$ cat src/rtl/llmf_pkg.sv
`timescale 1ns / 1ps
`default_nettype none
// ============================================================================
// llmf_pkg
// Shared constants and controller/datapath interface types for the light
// level merge with row flicker.
// ============================================================================
package llmf_pkg;

    // Generator and saturation constants
    localparam logic [31:0] LCG_MUL  = 32'd32310901;
    localparam logic [31:0] LCG_SEED = 32'd213;
    localparam logic [16:0] SAT_SUM  = 17'd64516;
    localparam logic [7:0]  LEVEL_MAX = 8'hFF;

    // Root iterations: one result bit per step
    localparam int          ROOT_STEPS = 8;
    localparam int          CNT_W      = $clog2(ROOT_STEPS);
    localparam logic [CNT_W-1:0] CNT_TOP = CNT_W'(ROOT_STEPS - 1);

    // Commands from controller to datapath
    typedef struct packed {
        logic             load_in;   // capture input transfer
        logic             step_lcg;  // advance generator
        logic             load_flk;  // latch row flicker
        logic             load_sq;   // subtract flicker, square both levels
        logic             load_sum;  // sum of squares, saturation flag
        logic             root_step; // one restoring root step
        logic [CNT_W-1:0] bit_idx;   // result bit handled by root_step
        logic             load_out;  // move result into output register
    } t_cmd;

    // Status from datapath to controller
    typedef struct packed {
        logic row_start; // captured item starts a row
        logic skip;      // new level at or below flicker: no write
        logic out_free;  // output register can take a result this cycle
    } t_sts;

endpackage
`default_nettype wire

$ cat src/rtl/light_level_merge_flicker_top.sv
`timescale 1ns / 1ps
`default_nettype none
// Sequence per item: input capture, then on a row start a generator update
// and flicker latch, then the squares, then, when a write is needed, the sum
// and the eight-step restoring square root that shares one compare-subtract
// unit, then hand-off to the output register. One item at a time: a new
// input is taken only once the previous result enters the output register.
// Reset: synchronous, active low; generator returns to 213, row flicker and
// flicker enable to 0, output register empty.
// ============================================================================
// light_level_merge_flicker_top
// Merges a new light level into a stored level with per-row flicker.
// ============================================================================
module light_level_merge_flicker_top
    import llmf_pkg::*;
(
    input  wire        i_clk,
    input  wire        i_rst_n,
    input  wire        i_cfg_we,
    input  wire        i_cfg_wdata,
    input  wire        i_in_valid,
    output logic       o_in_ready,
    input  wire  [7:0] i_existing_level,
    input  wire  [7:0] i_new_level,
    input  wire        i_row_start,
    output logic       o_out_valid,
    input  wire        i_out_ready,
    output logic [7:0] o_merged_level,
    output logic       o_write_enable
);

    t_cmd w_cmd;
    t_sts w_sts;

    // Sequencer
    llmf_ctrl u_ctrl (
        .i_clk      (i_clk),
        .i_rst_n    (i_rst_n),
        .i_in_valid (i_in_valid),
        .o_in_ready (o_in_ready),
        .i_sts      (w_sts),
        .o_cmd      (w_cmd)
    );

    // Arithmetic and output register
    llmf_dp u_dp (
        .i_clk            (i_clk),
        .i_rst_n          (i_rst_n),
        .i_cfg_we         (i_cfg_we),
        .i_cfg_wdata      (i_cfg_wdata),
        .i_existing_level (i_existing_level),
        .i_new_level      (i_new_level),
        .i_row_start      (i_row_start),
        .i_out_ready      (i_out_ready),
        .i_cmd            (w_cmd),
        .o_sts            (w_sts),
        .o_out_valid      (o_out_valid),
        .o_merged_level   (o_merged_level),
        .o_write_enable   (o_write_enable)
    );

endmodule
`default_nettype wire

$ cat src/rtl/llmf_ctrl.sv
`timescale 1ns / 1ps
`default_nettype none
// ============================================================================
// llmf_ctrl
// Sequencer for one item: generator update and flicker latch on a row start,
// squares, sum and eight root steps if a write is due, then output hand-off.
// ============================================================================
module llmf_ctrl
    import llmf_pkg::*;
(
    input  wire  i_clk,
    input  wire  i_rst_n,
    input  wire  i_in_valid,
    output logic o_in_ready,
    input  t_sts i_sts,
    output t_cmd o_cmd
);

    localparam logic [2:0] S_IDLE = 3'd0;
    localparam logic [2:0] S_LCG  = 3'd1;
    localparam logic [2:0] S_FLK  = 3'd2;
    localparam logic [2:0] S_SQ   = 3'd3;
    localparam logic [2:0] S_SUM  = 3'd4;
    localparam logic [2:0] S_ROOT = 3'd5;
    localparam logic [2:0] S_OUT  = 3'd6;

    logic [2:0]       r_state, n_state;
    logic [CNT_W-1:0] r_cnt, n_cnt;

    assign o_in_ready = (r_state == S_IDLE);

    // Next state and commands
    always_comb begin
        n_state = r_state;
        n_cnt   = r_cnt;
        o_cmd   = '0;
        o_cmd.bit_idx = r_cnt;
        unique case (r_state)
            S_IDLE: begin
                if (i_in_valid) begin
                    o_cmd.load_in = 1'b1;
                    n_state = S_LCG;
                end
            end
            S_LCG: begin
                if (i_sts.row_start) begin
                    o_cmd.step_lcg = 1'b1;
                    n_state = S_FLK;
                end else begin
                    n_state = S_SQ;
                end
            end
            S_FLK: begin
                o_cmd.load_flk = 1'b1;
                n_state = S_SQ;
            end
            S_SQ: begin
                o_cmd.load_sq = 1'b1;
                n_state = i_sts.skip ? S_OUT : S_SUM;
            end
            S_SUM: begin
                o_cmd.load_sum = 1'b1;
                n_cnt   = CNT_TOP;
                n_state = S_ROOT;
            end
            S_ROOT: begin
                o_cmd.root_step = 1'b1;
                if (r_cnt == '0) begin
                    n_state = S_OUT;
                end else begin
                    n_cnt = r_cnt - CNT_W'(1);
                end
            end
            S_OUT: begin
                if (i_sts.out_free) begin
                    o_cmd.load_out = 1'b1;
                    n_state = S_IDLE;
                end
            end
            default: begin
                n_state = S_IDLE;
            end
        endcase
    end

    // State registers
    always_ff @(posedge i_clk) begin
        if (!i_rst_n) begin
            r_state <= S_IDLE;
            r_cnt   <= '0;
        end else begin
            r_state <= n_state;
            r_cnt   <= n_cnt;
        end
    end

endmodule
`default_nettype wire

$ cat src/rtl/llmf_dp.sv
`timescale 1ns / 1ps
`default_nettype none
// ============================================================================
// llmf_dp
// Datapath: generator, flicker register, squarers, restoring square root
// and output register.
// ============================================================================
module llmf_dp
    import llmf_pkg::*;
(
    input  wire        i_clk,
    input  wire        i_rst_n,
    input  wire        i_cfg_we,
    input  wire        i_cfg_wdata,
    input  wire  [7:0] i_existing_level,
    input  wire  [7:0] i_new_level,
    input  wire        i_row_start,
    input  wire        i_out_ready,
    input  t_cmd       i_cmd,
    output t_sts       o_sts,
    output logic       o_out_valid,
    output logic [7:0] o_merged_level,
    output logic       o_write_enable
);

    logic        r_en;
    logic [31:0] r_rand;
    logic [1:0]  r_flk;
    logic [7:0]  r_a, r_b;
    logic        r_rs;
    logic [15:0] r_sq_a, r_sq_b;
    logic        r_we;
    logic [16:0] r_rem;
    logic [7:0]  r_root;
    logic        r_sat;
    logic        r_out_valid;
    logic [7:0]  r_out_level;
    logic        r_out_we;

    logic [31:0] w_lcg;
    logic [7:0]  w_b_sub;
    logic [16:0] w_sum;
    logic [4:0]  w_sh;
    logic [17:0] w_trial;
    logic        w_take;

    // Generator step, flicker subtract
    assign w_lcg   = r_rand * LCG_MUL + 32'd1;
    assign w_b_sub = r_b - {6'd0, r_flk};
    assign w_sum   = {1'b0, r_sq_a} + {1'b0, r_sq_b};

    // Trial value: (root << (k+1)) + (1 << 2k)
    assign w_sh    = {2'd0, i_cmd.bit_idx} + 5'd1;
    assign w_trial = ({10'd0, r_root} << w_sh) + (18'd1 << {1'b0, i_cmd.bit_idx, 1'b0});
    assign w_take  = ({1'b0, r_rem} >= w_trial);

    // Status
    assign o_sts.row_start = r_rs;
    assign o_sts.skip      = (r_b <= {6'd0, r_flk});
    assign o_sts.out_free  = !r_out_valid || i_out_ready;

    // Control state: enable, generator, flicker, output valid
    always_ff @(posedge i_clk) begin
        if (!i_rst_n) begin
            r_en        <= 1'b0;
            r_rand      <= LCG_SEED;
            r_flk       <= 2'd0;
            r_out_valid <= 1'b0;
        end else begin
            if (i_cfg_we) begin
                r_en <= i_cfg_wdata;
            end
            if (i_cmd.step_lcg) begin
                r_rand <= w_lcg;
            end
            if (i_cmd.load_flk) begin
                r_flk <= r_en ? r_rand[17:16] : 2'd0;
            end
            if (i_cmd.load_out) begin
                r_out_valid <= 1'b1;
            end else if (i_out_ready) begin
                r_out_valid <= 1'b0;
            end
        end
    end

    // Payload registers
    always_ff @(posedge i_clk) begin
        if (i_cmd.load_in) begin
            r_a  <= i_existing_level;
            r_b  <= i_new_level;
            r_rs <= i_row_start;
        end
        if (i_cmd.load_sq) begin
            r_sq_a <= {8'd0, r_a} * {8'd0, r_a};
            r_sq_b <= {8'd0, w_b_sub} * {8'd0, w_b_sub};
            r_we   <= !o_sts.skip;
        end
        if (i_cmd.load_sum) begin
            r_rem  <= w_sum;
            r_sat  <= (w_sum >= SAT_SUM);
            r_root <= 8'd0;
        end
        if (i_cmd.root_step && w_take) begin
            r_rem  <= r_rem - w_trial[16:0];
            r_root <= r_root | (8'd1 << i_cmd.bit_idx);
        end
        if (i_cmd.load_out) begin
            r_out_we    <= r_we;
            r_out_level <= !r_we ? r_a : (r_sat ? LEVEL_MAX : r_root);
        end
    end

    assign o_out_valid    = r_out_valid;
    assign o_merged_level = r_out_level;
    assign o_write_enable = r_out_we;

endmodule
`default_nettype wire

$ cat config.mk
export PLATFORM = sky130hd
export DESIGN_NAME = light_level_merge_flicker_top
export DESIGN_NICKNAME = d
export VERILOG_FILES = /design/src/rtl/llmf_pkg.sv /design/src/rtl/light_level_merge_flicker_top.sv /design/src/rtl/llmf_ctrl.sv /design/src/rtl/llmf_dp.sv
export SDC_FILE = /design/constraint.sdc
export NUM_CORES = 1
export LEC_CHECK = 0
export ABC_CLOCK_PERIOD_IN_PS = 7350
export BUFFER_PORTS_ARGS = -buffer_cell sky130_fd_sc_hd__clkbuf_2
export CORE_ASPECT_RATIO = 1.2
export CORE_UTILIZATION = 55
export CTS_CLUSTER_DIAMETER = 40
export CTS_CLUSTER_SIZE = 8
export DETAILED_ROUTE_END_ITERATION = 16
export PLACE_DENSITY = 0.82
export SLEW_MARGIN = 20
export SYNTH_ARGS = -nofsm -noshare
export SYNTH_HDL_FRONTEND = slang
export SYNTH_SLANG_ARGS = --single-unit
$ cat constraint.sdc
create_clock -name i_clk -period 7.35 [get_ports i_clk]
set_input_delay 1.47 -clock i_clk [delete_from_list [all_inputs] [get_ports i_clk]]
set_output_delay 1.47 -clock i_clk [all_outputs]
set_load 0.05 [all_outputs]
==> flow_summary_export.csv, run 1 <==
group,metric,value,unit
timing,tightest_slew,1.01,ns
setup_path,crit_path_cell_trace,"buf_4 -> inv_1 -> ha_1 -> mux2_2 -> o21ai_0 -> nor2_1 -> nor2_1 -> nor2_1 -> ha_1 -> nand2_1 -> nor2_1 -> a21o_1 -> a41oi_1 -> o31a_4 -> o21ai_2 -> nor2b_1 -> xnor2_1 -> nand2_1 -> ha_1 -> o211ai_1 -> a211o_2 -> nor2_4 -> buf_4 -> mux2_2",
yosys,synth_warnings,0,
route,drt_iter0_drc,488,
setup_path,r2r_start,"u_ctrl.r_cnt[0]",
global_route,grt_pass1_wl,43.4,mm
clocking,clock-root-buffer,"clkbuf_16",
layout,area.sequential,0.00305,mm^2
yosys,yosys_register_bits,111,
setup_path,worstPathArrival,6.70,ns
yosys,synth_area_per_cell,9.88,um^2
die,die_w,137,um
timing,relSlewSlack,0.320,
layout,fill_cells,1716,
min_path,min_to,"u_dp.r_flk[1]",
die,io_pins,34,
timing,tns,0,ns
timing,period_minus_slack,6.59,ns
yosys,synth_top_area_share,0.206,
clocking,clockBufferDepth,2,
clocking,postCtsSetupBuffers,0,
yosys,netlist_area,0.0121,mm^2
die,die-area,0.0226,mm^2
clocking,clock_latency,0.37,ns
layout,multiInputGateArea,0.00834,mm^2
clocking,cts_tree,"yes",
timing,slew_viol_final,0,
die,core_area,0.0216,mm^2
die,die_h,165,um
layout,final_core_util,0.594,
clocking,numCtsBuffers,9,
setup_path,start_kind,"flip-flop",
setup_path,cp.required,7.47,ns
clocking,h-tree-depth,3,
layout,drive_above_1_share,0.0678,
timing,timing.hold.ws,0.495,ns
timing,finalHoldViolCount,0,
timing,grt_setup_unrepaired,"false",
yosys,synth_top_cell_by_area,"edfxtp_1",
route,finalWirelength,25.8,mm
setup_path,rr_worst_depth,24,
setup_path,slowest_delay,0.78,ns
yosys,synth_common_cells,"ha_1 (179), inv_1 (156), nor2_1 (108), fa_1 (96), edfxtp_1 (83)",
global_route,overflow,0,
global_route,grt_use_total,0.247,
global_route,grt_pass1_vias,9390,
route,ant_nets,0,
setup_path,critPathSlowestCell,"ha_1",
setup_path,reg2reg_slack,0.76,ns
timing,fmax,152,MHz
layout,antenna_cells,0,
clocking,clk_pin_slew,0.08,ns
yosys,synthCells,1226,
timing,clock_skew,0.00777,ns
yosys,synth-main-ff-cell,"edfxtp_1",
min_path,whs_path_depth,2,
yosys,ys_top_cells_by_area,"edfxtp_1 (21%), ha_1 (18%), fa_1 (16%)",
placed_design,gp_congestion,0.940,
route,routed_via_density,5.77,
outcome,outcome,"finished, final reports clean",
setup_path,criticalPathCategory,"flip-flop to flip-flop",
clocking,cts_hold_buf,0,
setup_path,cp_max_fo,24,
route,drtPass1Iterations,5,
clocking,postCtsResizedCells,0,
die,num_rows,59,
yosys,synth_edf_count,83,
yosys,yosysMostFrequentCell,"ha_1",
setup_path,endpoint_kind,"flip-flop",
clocking,cts.sink_count,111,
die,start_util,0.560,
setup_path,path_common_cell,"nor2_1",
route,wire_per_inst,16.9,um
global_route,grt_max_degree,34,
layout,fin_nets,1547,
yosys,async_flop_share,0,
placed_design,port_buffers,33,
setup_path,regToRegEndpoint,"u_dp.r_rem[10]",
yosys,synth_cell_types,72,
job,cap_violations,0,
placed_design,hpwl,20.3,mm
yosys,seq_area_frac_synth,0.252,
min_path,worst_hold_path_type,"flip-flop to flip-flop",
layout,syn2layout_area_growth,6.10,%
global_route,antenna_found_initial,1,
min_path,hold_start,"u_dp.r_flk[1]",
timing,setup_violations,0,
route,drc,0,
timing,finalCritPeriodShare,0.896,
route,via_count,8822,
## cells by family (layout without fill, tap and decap cells)
kind of cell	Yosys count	after routing	share of synthesized area
other	1	2	0.000310
XOR/XNOR	113	113	0.0817
adder cells (fa/ha/maj)	276	276	0.344
buffers and inverters	185	212	0.0600
flip-flops	111	111	0.252
AND/OR/NAND/NOR	302	302	0.115
AO/OA/AOI/OAI	206	206	0.113
multiplexers	32	32	0.0324
## routing by layer
| layer | vias up | wire length (um) | global-route usage |
|---|---|---|---|
| met1 | 4274 | 10100 | 0.280 |
| met3 | 69 | 1130 | 0.0285 |
| li1 | 4230 | - | - |
| met4 | 0 | 950 | 0.114 |
| met5 | - | 0 | 0 |
| met2 | 249 | 13600 | 0.458 |
## flip-flops by register name, summed over array words and instances (netlist names), 2 cells and up
register,cells
u_dp.r_rand,18
u_dp.o_merged_level,8
u_dp.r_root,8
u_ctrl.r_cnt,3
u_dp.r_sq_a,15
u_dp.r_b,8
u_ctrl.r_state,3
u_dp.r_sq_b,15
u_dp.r_a,8
u_dp.r_rem,17
u_dp.r_flk,2
## final cells by class
type | count | area share
Tap cell | 274 | 0.0267
Sequential cell | 111 | 0.238
Clock buffer | 12 | 0.0217
Inverter | 157 | 0.0459
Multi-Input combinational cell | 931 | 0.649
Clock inverter | 4 | 0.00253
Timing Repair Buffer | 39 | 0.0164
## cells in the final DEF, fill, tap and decap left out, types with 6 or more instances in the layout
master     count
a211oi_1       8
a21o_1        18
a21oi_1       61
a31oi_1        6
and2_1        22
buf_4          6
clkbuf_16     11
clkbuf_2      33
dfxtp_1       28
edfxtp_1      83
fa_1          96
ha_1         179
inv_1        156
mux2_2         7
mux2i_1       18
nand2_1       78
nand2b_1       9
nand3_1       16
nor2_1       107
nor2b_1       17
nor3_1        22
o211ai_1       8
o21a_1        19
o21ai_0       37
o21bai_1       8
xnor2_1       77
xor2_1        36
## metrics by stage
stage / instance area, um^2 / cells / setup WS [ns]
after floorplan: 12100 / 1227 / 1.21
after global placement: 12500 / 1512 / 0.983
after detailed placement: 12500 / 1512 / 0.837
after CTS: 12800 / 1528 / 0.767
after global routing: 12800 / 1528 / 0.275
final: 12800 / 1528 / 0.763
## critical path: cells and delay by family, from the launching register on
family                     cells  cell delay (ns)
AOI/OAI and AO/OA              7             1.76
adders and majority gates      3             1.47
and+or+nand+nor                8             1.16
muxes                          2             0.75
buffers and inverters          3             0.73
DFF                            1             0.32
xor gates and xnor gates       1             0.15
## worst max-delay path by stage
stage	start	end	slack, ns	cells past startpoint
after floorplan	u_ctrl.r_cnt[0]	u_dp.r_rem[0]	1.21	28
after global placement	u_ctrl.r_cnt[0]	u_dp.r_rem[10]	0.98	26
after detailed placement	u_ctrl.r_cnt[0]	u_dp.r_rem[10]	0.84	26
after CTS	u_dp.r_b[0]	u_dp.r_sq_b[15]	0.77	25
after global routing	u_ctrl.r_cnt[0]	u_dp.r_rem[10]	0.28	26
final	u_ctrl.r_cnt[0]	u_dp.r_rem[10]	0.76	24
Power of run 1 is not shown: default switching activity piles up to over one toggle a cycle in this logic, so the estimate is an artifact.
==> run 2, diff against run 1 <==
--- a/config.mk
+++ b/config.mk
@@ -7,12 +7,14 @@
 export LEC_CHECK = 0
 export ABC_CLOCK_PERIOD_IN_PS = 7350
 export BUFFER_PORTS_ARGS = -buffer_cell sky130_fd_sc_hd__clkbuf_2
+export CELL_PAD_IN_SITES_DETAIL_PLACEMENT = 1
+export CELL_PAD_IN_SITES_GLOBAL_PLACEMENT = 2
 export CORE_ASPECT_RATIO = 1.2
-export CORE_UTILIZATION = 55
+export CORE_UTILIZATION = 43
 export CTS_CLUSTER_DIAMETER = 40
 export CTS_CLUSTER_SIZE = 8
 export DETAILED_ROUTE_END_ITERATION = 16
-export PLACE_DENSITY = 0.82
+export PLACE_DENSITY = 0.93
 export SLEW_MARGIN = 20
 export SYNTH_ARGS = -nofsm -noshare
 export SYNTH_HDL_FRONTEND = slang
==> constraint.sdc (replaced) <==
create_clock -name i_clk -period 7.35 [get_ports i_clk]
set_input_delay 1.47 -clock i_clk [delete_from_list [all_inputs] [get_ports i_clk]]
set_output_delay 1.47 -clock i_clk [all_outputs]
set_load 0.02 [all_outputs]
==> flow_summary_export.csv, run 2 (synthesis results as in run 1) <==
group,metric,value,unit
layout,largest_reg_flops,18,
min_path,whs_path_depth,2,
timing,tightest_slew,1.02,ns
layout,finalInstanceArea,0.0130,mm^2
global_route,grt_max_degree,34,
die,die-area,0.0288,mm^2
die,io_pins,34,
layout,fin_nets,1548,
global_route,antenna_found_initial,0,
setup_path,criticalPathCategory,"flip-flop to flip-flop",
setup_path,crit_family,"adder cells",
clocking,postCtsResizedCells,0,
global_route,grt_pass1_wl,49.4,mm
timing,clock_skew,0.00751,ns
layout,final_common_cell,"ha_1",
layout,multiInputGateArea,0.00834,mm^2
layout,layout_common_cells,"ha_1 (179), inv_1 (156), nor2_1 (107)",
clocking,h-tree-depth,3,
route,ant_nets,0,
timing,slew_viol_final,0,
layout,area.sequential,0.00305,mm^2
die,die_h,186,um
die,start_util,0.442,
route,routed_via_density,5.39,
layout,syn2layout_area_growth,7.18,%
timing,setup_slack,0.852,ns
timing,setup_violations,0,
layout,fill_cells,3156,
route,wire_per_inst,18.0,um
setup_path,regToRegEndpoint,"u_dp.r_sq_b[15]",
clocking,clock-root-buffer,"clkbuf_16",
outcome,outcome,"finished, final reports clean",
timing,grt_setup_unrepaired,"false",
placed_design,dp_slack,0.866,ns
setup_path,cp.required,7.46,ns
clocking,numCtsBuffers,9,
global_route,grtUsageMet1,0.247,
placed_design,hpwl,24.0,mm
global_route,grt_pass1_vias,9700,
clocking,clk_pin_slew,0.08,ns
timing,finalCritPeriodShare,0.884,
timing,finalHoldViolCount,0,
route,drtPass1Iterations,4,
clocking,postCtsSetupBuffers,0,
die,core_area,0.0274,mm^2
timing,timing.hold.ws,0.498,ns
setup_path,start_kind,"flip-flop",
setup_path,cp.buffers_inverters,6,
route,via_count,8779,
die,die_w,155,um
min_path,hold_start,"u_dp.r_flk[1]",
global_route,overflow,0,
setup_path,endpoint_kind,"flip-flop",
global_route,grtUsageMet3,0.0193,
setup_path,worstPathArrival,6.61,ns
timing,period_minus_slack,6.50,ns
timing,fmax,154,MHz
clocking,cts.sink_count,111,
setup_path,reg2reg_slack,0.85,ns
setup_path,critPathSlowestCell,"or4b_2",
layout,drive_above_1_share,0.0693,
min_path,worst_hold_path_type,"flip-flop to flip-flop",
clocking,clock_latency,0.37,ns
timing,tns,0,ns
placed_design,gp_congestion,0.846,
min_path,min_to,"u_dp.r_flk[1]",
die,num_rows,66,
layout,top_register,"u_dp.r_rand",
placed_design,place_area,0.0127,mm^2
clocking,cts_hold_buf,0,
clocking,clockBufferDepth,2,
global_route,met2_usage,0.435,
global_route,grt_use_total,0.220,
layout,largestRegisters,"u_dp.r_rand x18, u_dp.r_rem x17",
setup_path,slowest_delay,0.64,ns
job,cap_violations,0,
route,finalWirelength,29.3,mm
setup_path,cp_max_fo,9,
clocking,cts_tree,"yes",
layout,antenna_cells,0,
global_route,busiest_layer,"met2",
route,drc,0,
setup_path,rr_worst_depth,25,
timing,relSlewSlack,0.320,
setup_path,r2r_start,"u_dp.r_b[0]",
setup_path,path_common_cell,"inv_1",
route,drt_iter0_drc,403,
placed_design,port_buffers,33,
-- run 2: worst max-delay path by stage --
stage	startpoint	end	depth (start not counted)
finish	u_dp.r_b[0]	u_dp.r_sq_b[15]	25
global route	u_dp.r_b[0]	u_dp.r_sq_b[15]	25
CTS	u_dp.r_b[0]	u_dp.r_sq_b[15]	25
detailed placement	u_dp.r_b[0]	u_dp.r_sq_b[15]	25
global placement	u_dp.r_b[0]	u_dp.r_sq_b[15]	21
floorplan	u_ctrl.r_cnt[0]	u_dp.r_rem[0]	28
-- run 2: routing by layer --
layer | wire, um | vias up | part of all wire
met4 | 611 | 0 | 0.021
li1 | - | 4220 | -
met3 | 537 | 35 | 0.018
met1 | 11800 | 4431 | 0.40
met2 | 16400 | 93 | 0.56
met5 | 0 | - | 0
-- run 2: metrics by stage --
step | std cells | utilization
floorplan | 1227 | -
global placement | 1613 | 0.463
detailed placement | 1613 | 0.463
CTS | 1629 | 0.473
global route | 1629 | 0.473
finish | 1629 | 0.473
-- run 2: layout make-up --
class | count | share of cell area
multi-input combinational | 931 | 0.643
sequential | 111 | 0.235
inverter | 157 | 0.0454
tap | 374 | 0.0361
timing repair buffer | 40 | 0.0177
clock buffer | 9 | 0.0174
clock inverter | 7 | 0.00559
-- run 2: tightest hold or removal path, stage by stage (launching register included) --
cell     delay [ns]
dfxtp_1        0.32
o21ai_0        0.07
a21oi_1        0.06
Power of run 2 is left out for the same reason.
==> run 3, diff against run 2 <==
--- a/config.mk
+++ b/config.mk
@@ -5,12 +5,13 @@
 export SDC_FILE = /design/constraint.sdc
 export NUM_CORES = 1
 export LEC_CHECK = 0
+export ABC_AREA = 1
 export ABC_CLOCK_PERIOD_IN_PS = 7350
 export BUFFER_PORTS_ARGS = -buffer_cell sky130_fd_sc_hd__clkbuf_2
 export CELL_PAD_IN_SITES_DETAIL_PLACEMENT = 1
 export CELL_PAD_IN_SITES_GLOBAL_PLACEMENT = 2
 export CORE_ASPECT_RATIO = 1.2
-export CORE_UTILIZATION = 43
+export CORE_UTILIZATION = 40
 export CTS_CLUSTER_DIAMETER = 40
 export CTS_CLUSTER_SIZE = 8
 export DETAILED_ROUTE_END_ITERATION = 16
==> flow_summary_export.csv, run 3 <==
group,metric,value,unit
route,drtPass1Iterations,5,
layout,top_register,"u_dp.r_rand",
yosys,synth_top_area_share,0.187,
clocking,numCtsBuffers,9,
die,core_area,0.0325,mm^2
die,die_h,202,um
yosys,synth_area_per_cell,7.91,um^2
placed_design,gp_congestion,0.882,
layout,largestRegisters,"u_dp.r_rand x18, u_dp.r_rem x17",
job,cap_violations,0,
yosys,synth_compound_gate_area_share,0.0813,
setup_path,cp.required,7.40,ns
setup_path,endpoint_kind,"flip-flop",
route,via_count,11100,
timing,finalHoldViolCount,0,
timing,setup_violations,0,
yosys,yosys_register_bits,111,
placed_design,port_buffers,33,
layout,antenna_cells,0,
clocking,postCtsSetupBuffers,0,
layout,final_common_cell,"nand2_1",
yosys,yosys.area_share.simple,0.224,
clocking,clk_pin_slew,0.09,ns
timing,tns,0,ns
die,start_util,0.409,
setup_path,criticalPathCategory,"flip-flop to flip-flop",
setup_path,critPathSlowestCell,"dfxtp_1",
yosys,seq_area_frac_synth,0.229,
timing,relSlewSlack,0.309,
yosys,async_flop_share,0,
global_route,antenna_found_initial,0,
yosys,ys_top_cells_by_area,"edfxtp_1 (19%), ha_1 (17%), fa_1 (14%)",
die,io_pins,34,
global_route,grt_pass1_wl,60.5,mm
yosys,synth_fa_ha_area_frac,0.313,
setup_path,cp_max_fo,26,
setup_path,worstPathArrival,6.17,ns
yosys,yosysMostFrequentCell,"nand2_1",
die,die_w,169,um
yosys,synth-main-ff-cell,"edfxtp_1",
route,drt_iter0_drc,397,
outcome,outcome,"finished, final reports clean",
setup_path,path_common_cell,"nand2_1",
yosys,synthXorXnorAreaFrac,0.0513,
clocking,clock_latency,0.38,ns
layout,fin_nets,1998,
clocking,clock-root-buffer,"clkbuf_16",
yosys,synthMuxAreaShare,0.000752,
global_route,grt_use_total,0.226,
yosys,netlist_area,0.0133,mm^2
yosys,synth_edf_count,83,
clocking,h-tree-depth,3,
timing,period_minus_slack,6.12,ns
clocking,cts_tree,"yes",
layout,largest_reg_flops,18,
route,ant_nets,0,
clocking,clockBufferDepth,2,
min_path,worst_hold_path_type,"flip-flop to flip-flop",
yosys,synth_top_cell_by_area,"edfxtp_1",
timing,tightest_slew,1.04,ns
setup_path,slowest_delay,0.67,ns
route,finalWirelength,36.5,mm
yosys,synth_cell_types,49,
timing,slew_viol_final,0,
placed_design,hpwl,31.1,mm
yosys,synth_warnings,0,
route,drc,0,
die,num_rows,72,
global_route,grt_max_degree,32,
die,die-area,0.0340,mm^2
timing,grt_setup_unrepaired,"false",
timing,fmax,163,MHz
setup_path,start_kind,"flip-flop",
yosys,synth_common_cells,"nand2_1 (349), inv_1 (305), ha_1 (179), nor2_1 (143), nand3_1 (101)",
yosys,synthCells,1683,
route,routed_via_density,5.16,
setup_path,reg2reg_slack,1.23,ns
route,wire_per_inst,17.0,um
global_route,overflow,0,
clocking,cts.sink_count,111,
timing,finalCritPeriodShare,0.832,
clocking,postCtsResizedCells,0,
clocking,cts_hold_buf,0,
yosys,synth_top_family_by_area,"adder cells",
global_route,grt_pass1_vias,12000,
timing,clock_skew,0.0168,ns
layout,layout_common_cells,"nand2_1 (349), inv_1 (305), ha_1 (179)",
layout,syn2layout_area_growth,6.58,%
layout,drive_above_1_share,0.0557,
## run 3: stage by stage
| stage | util | cells | hold WS [ns] | area, um^2 | worst slack, ns |
|---|---|---|---|---|---|
| after floorplan | - | 1684 | 0.424 | 13300 | 2.12 |
| after global placement | 0.427 | 2133 | 0.518 | 13900 | 1.54 |
| after detailed placement | 0.427 | 2133 | 0.533 | 13900 | 1.28 |
| after CTS | 0.436 | 2149 | 0.553 | 14200 | 1.26 |
| after global routing | 0.436 | 2149 | 0.574 | 14200 | 0.692 |
| final | 0.436 | 2149 | 0.538 | 14200 | 1.23 |
## run 3: area by class of cell
| class | instances | area [um^2] |
|---|---|---|
| inverter | 309 | 1160 |
| fill | 4035 | 18300 |
| clock inverter | 7 | 77.6 |
| multi-input combinational | 1234 | 8930 |
| tap | 444 | 556 |
| sequential | 111 | 3050 |
| timing repair buffer | 35 | 180 |
| clock buffer | 9 | 225 |
## run 3: kinds of logic (layout without fill, tap and decap cells)
kind of cell | Yosys count | in the layout
muxes | 1 | 1
other | 1 | 2
xor gates and xnor gates | 78 | 78
buffers and inverters | 339 | 360
and+or+nand+nor | 685 | 685
DFF | 111 | 111
AOI/OAI and AO/OA | 193 | 193
adders and majority gates | 275 | 275
## run 3: routing by layer
| layer | part of all wire | vias up | track usage | wire, um |
|---|---|---|---|---|
| li1 | - | 5453 | - | - |
| met1 | 0.42 | 5483 | 0.266 | 15500 |
| met2 | 0.53 | 112 | 0.426 | 19400 |
| met3 | 0.018 | 50 | 0.0174 | 645 |
| met4 | 0.028 | 0 | 0.0802 | 1020 |
| met5 | 0 | - | 0 | 0 |
## run 3: critical path, delay by kind of cell (launching register included)
kind / cells / cell delay, ns
flops: 1 / 0.67
buf+inv: 4 / 0.74
simple gates: 16 / 1.95
compound gates: 4 / 1.14
fa+ha+maj: 3 / 1.25
## run 3: worst paths after layout
| kind | to | startpoint | cells after the start |
|---|---|---|---|
| worst min-delay path | u_dp.r_flk[0] | u_dp.r_flk[0] | 2 |
| worst max-delay path | u_dp.r_rem[2] | u_ctrl.r_cnt[0] | 27 |
| worst min register to register | u_dp.r_flk[0] | u_dp.r_flk[0] | 2 |
| worst max register to register | u_dp.r_rem[2] | u_ctrl.r_cnt[0] | 27 |
Power of run 3 is left out for the same reason.
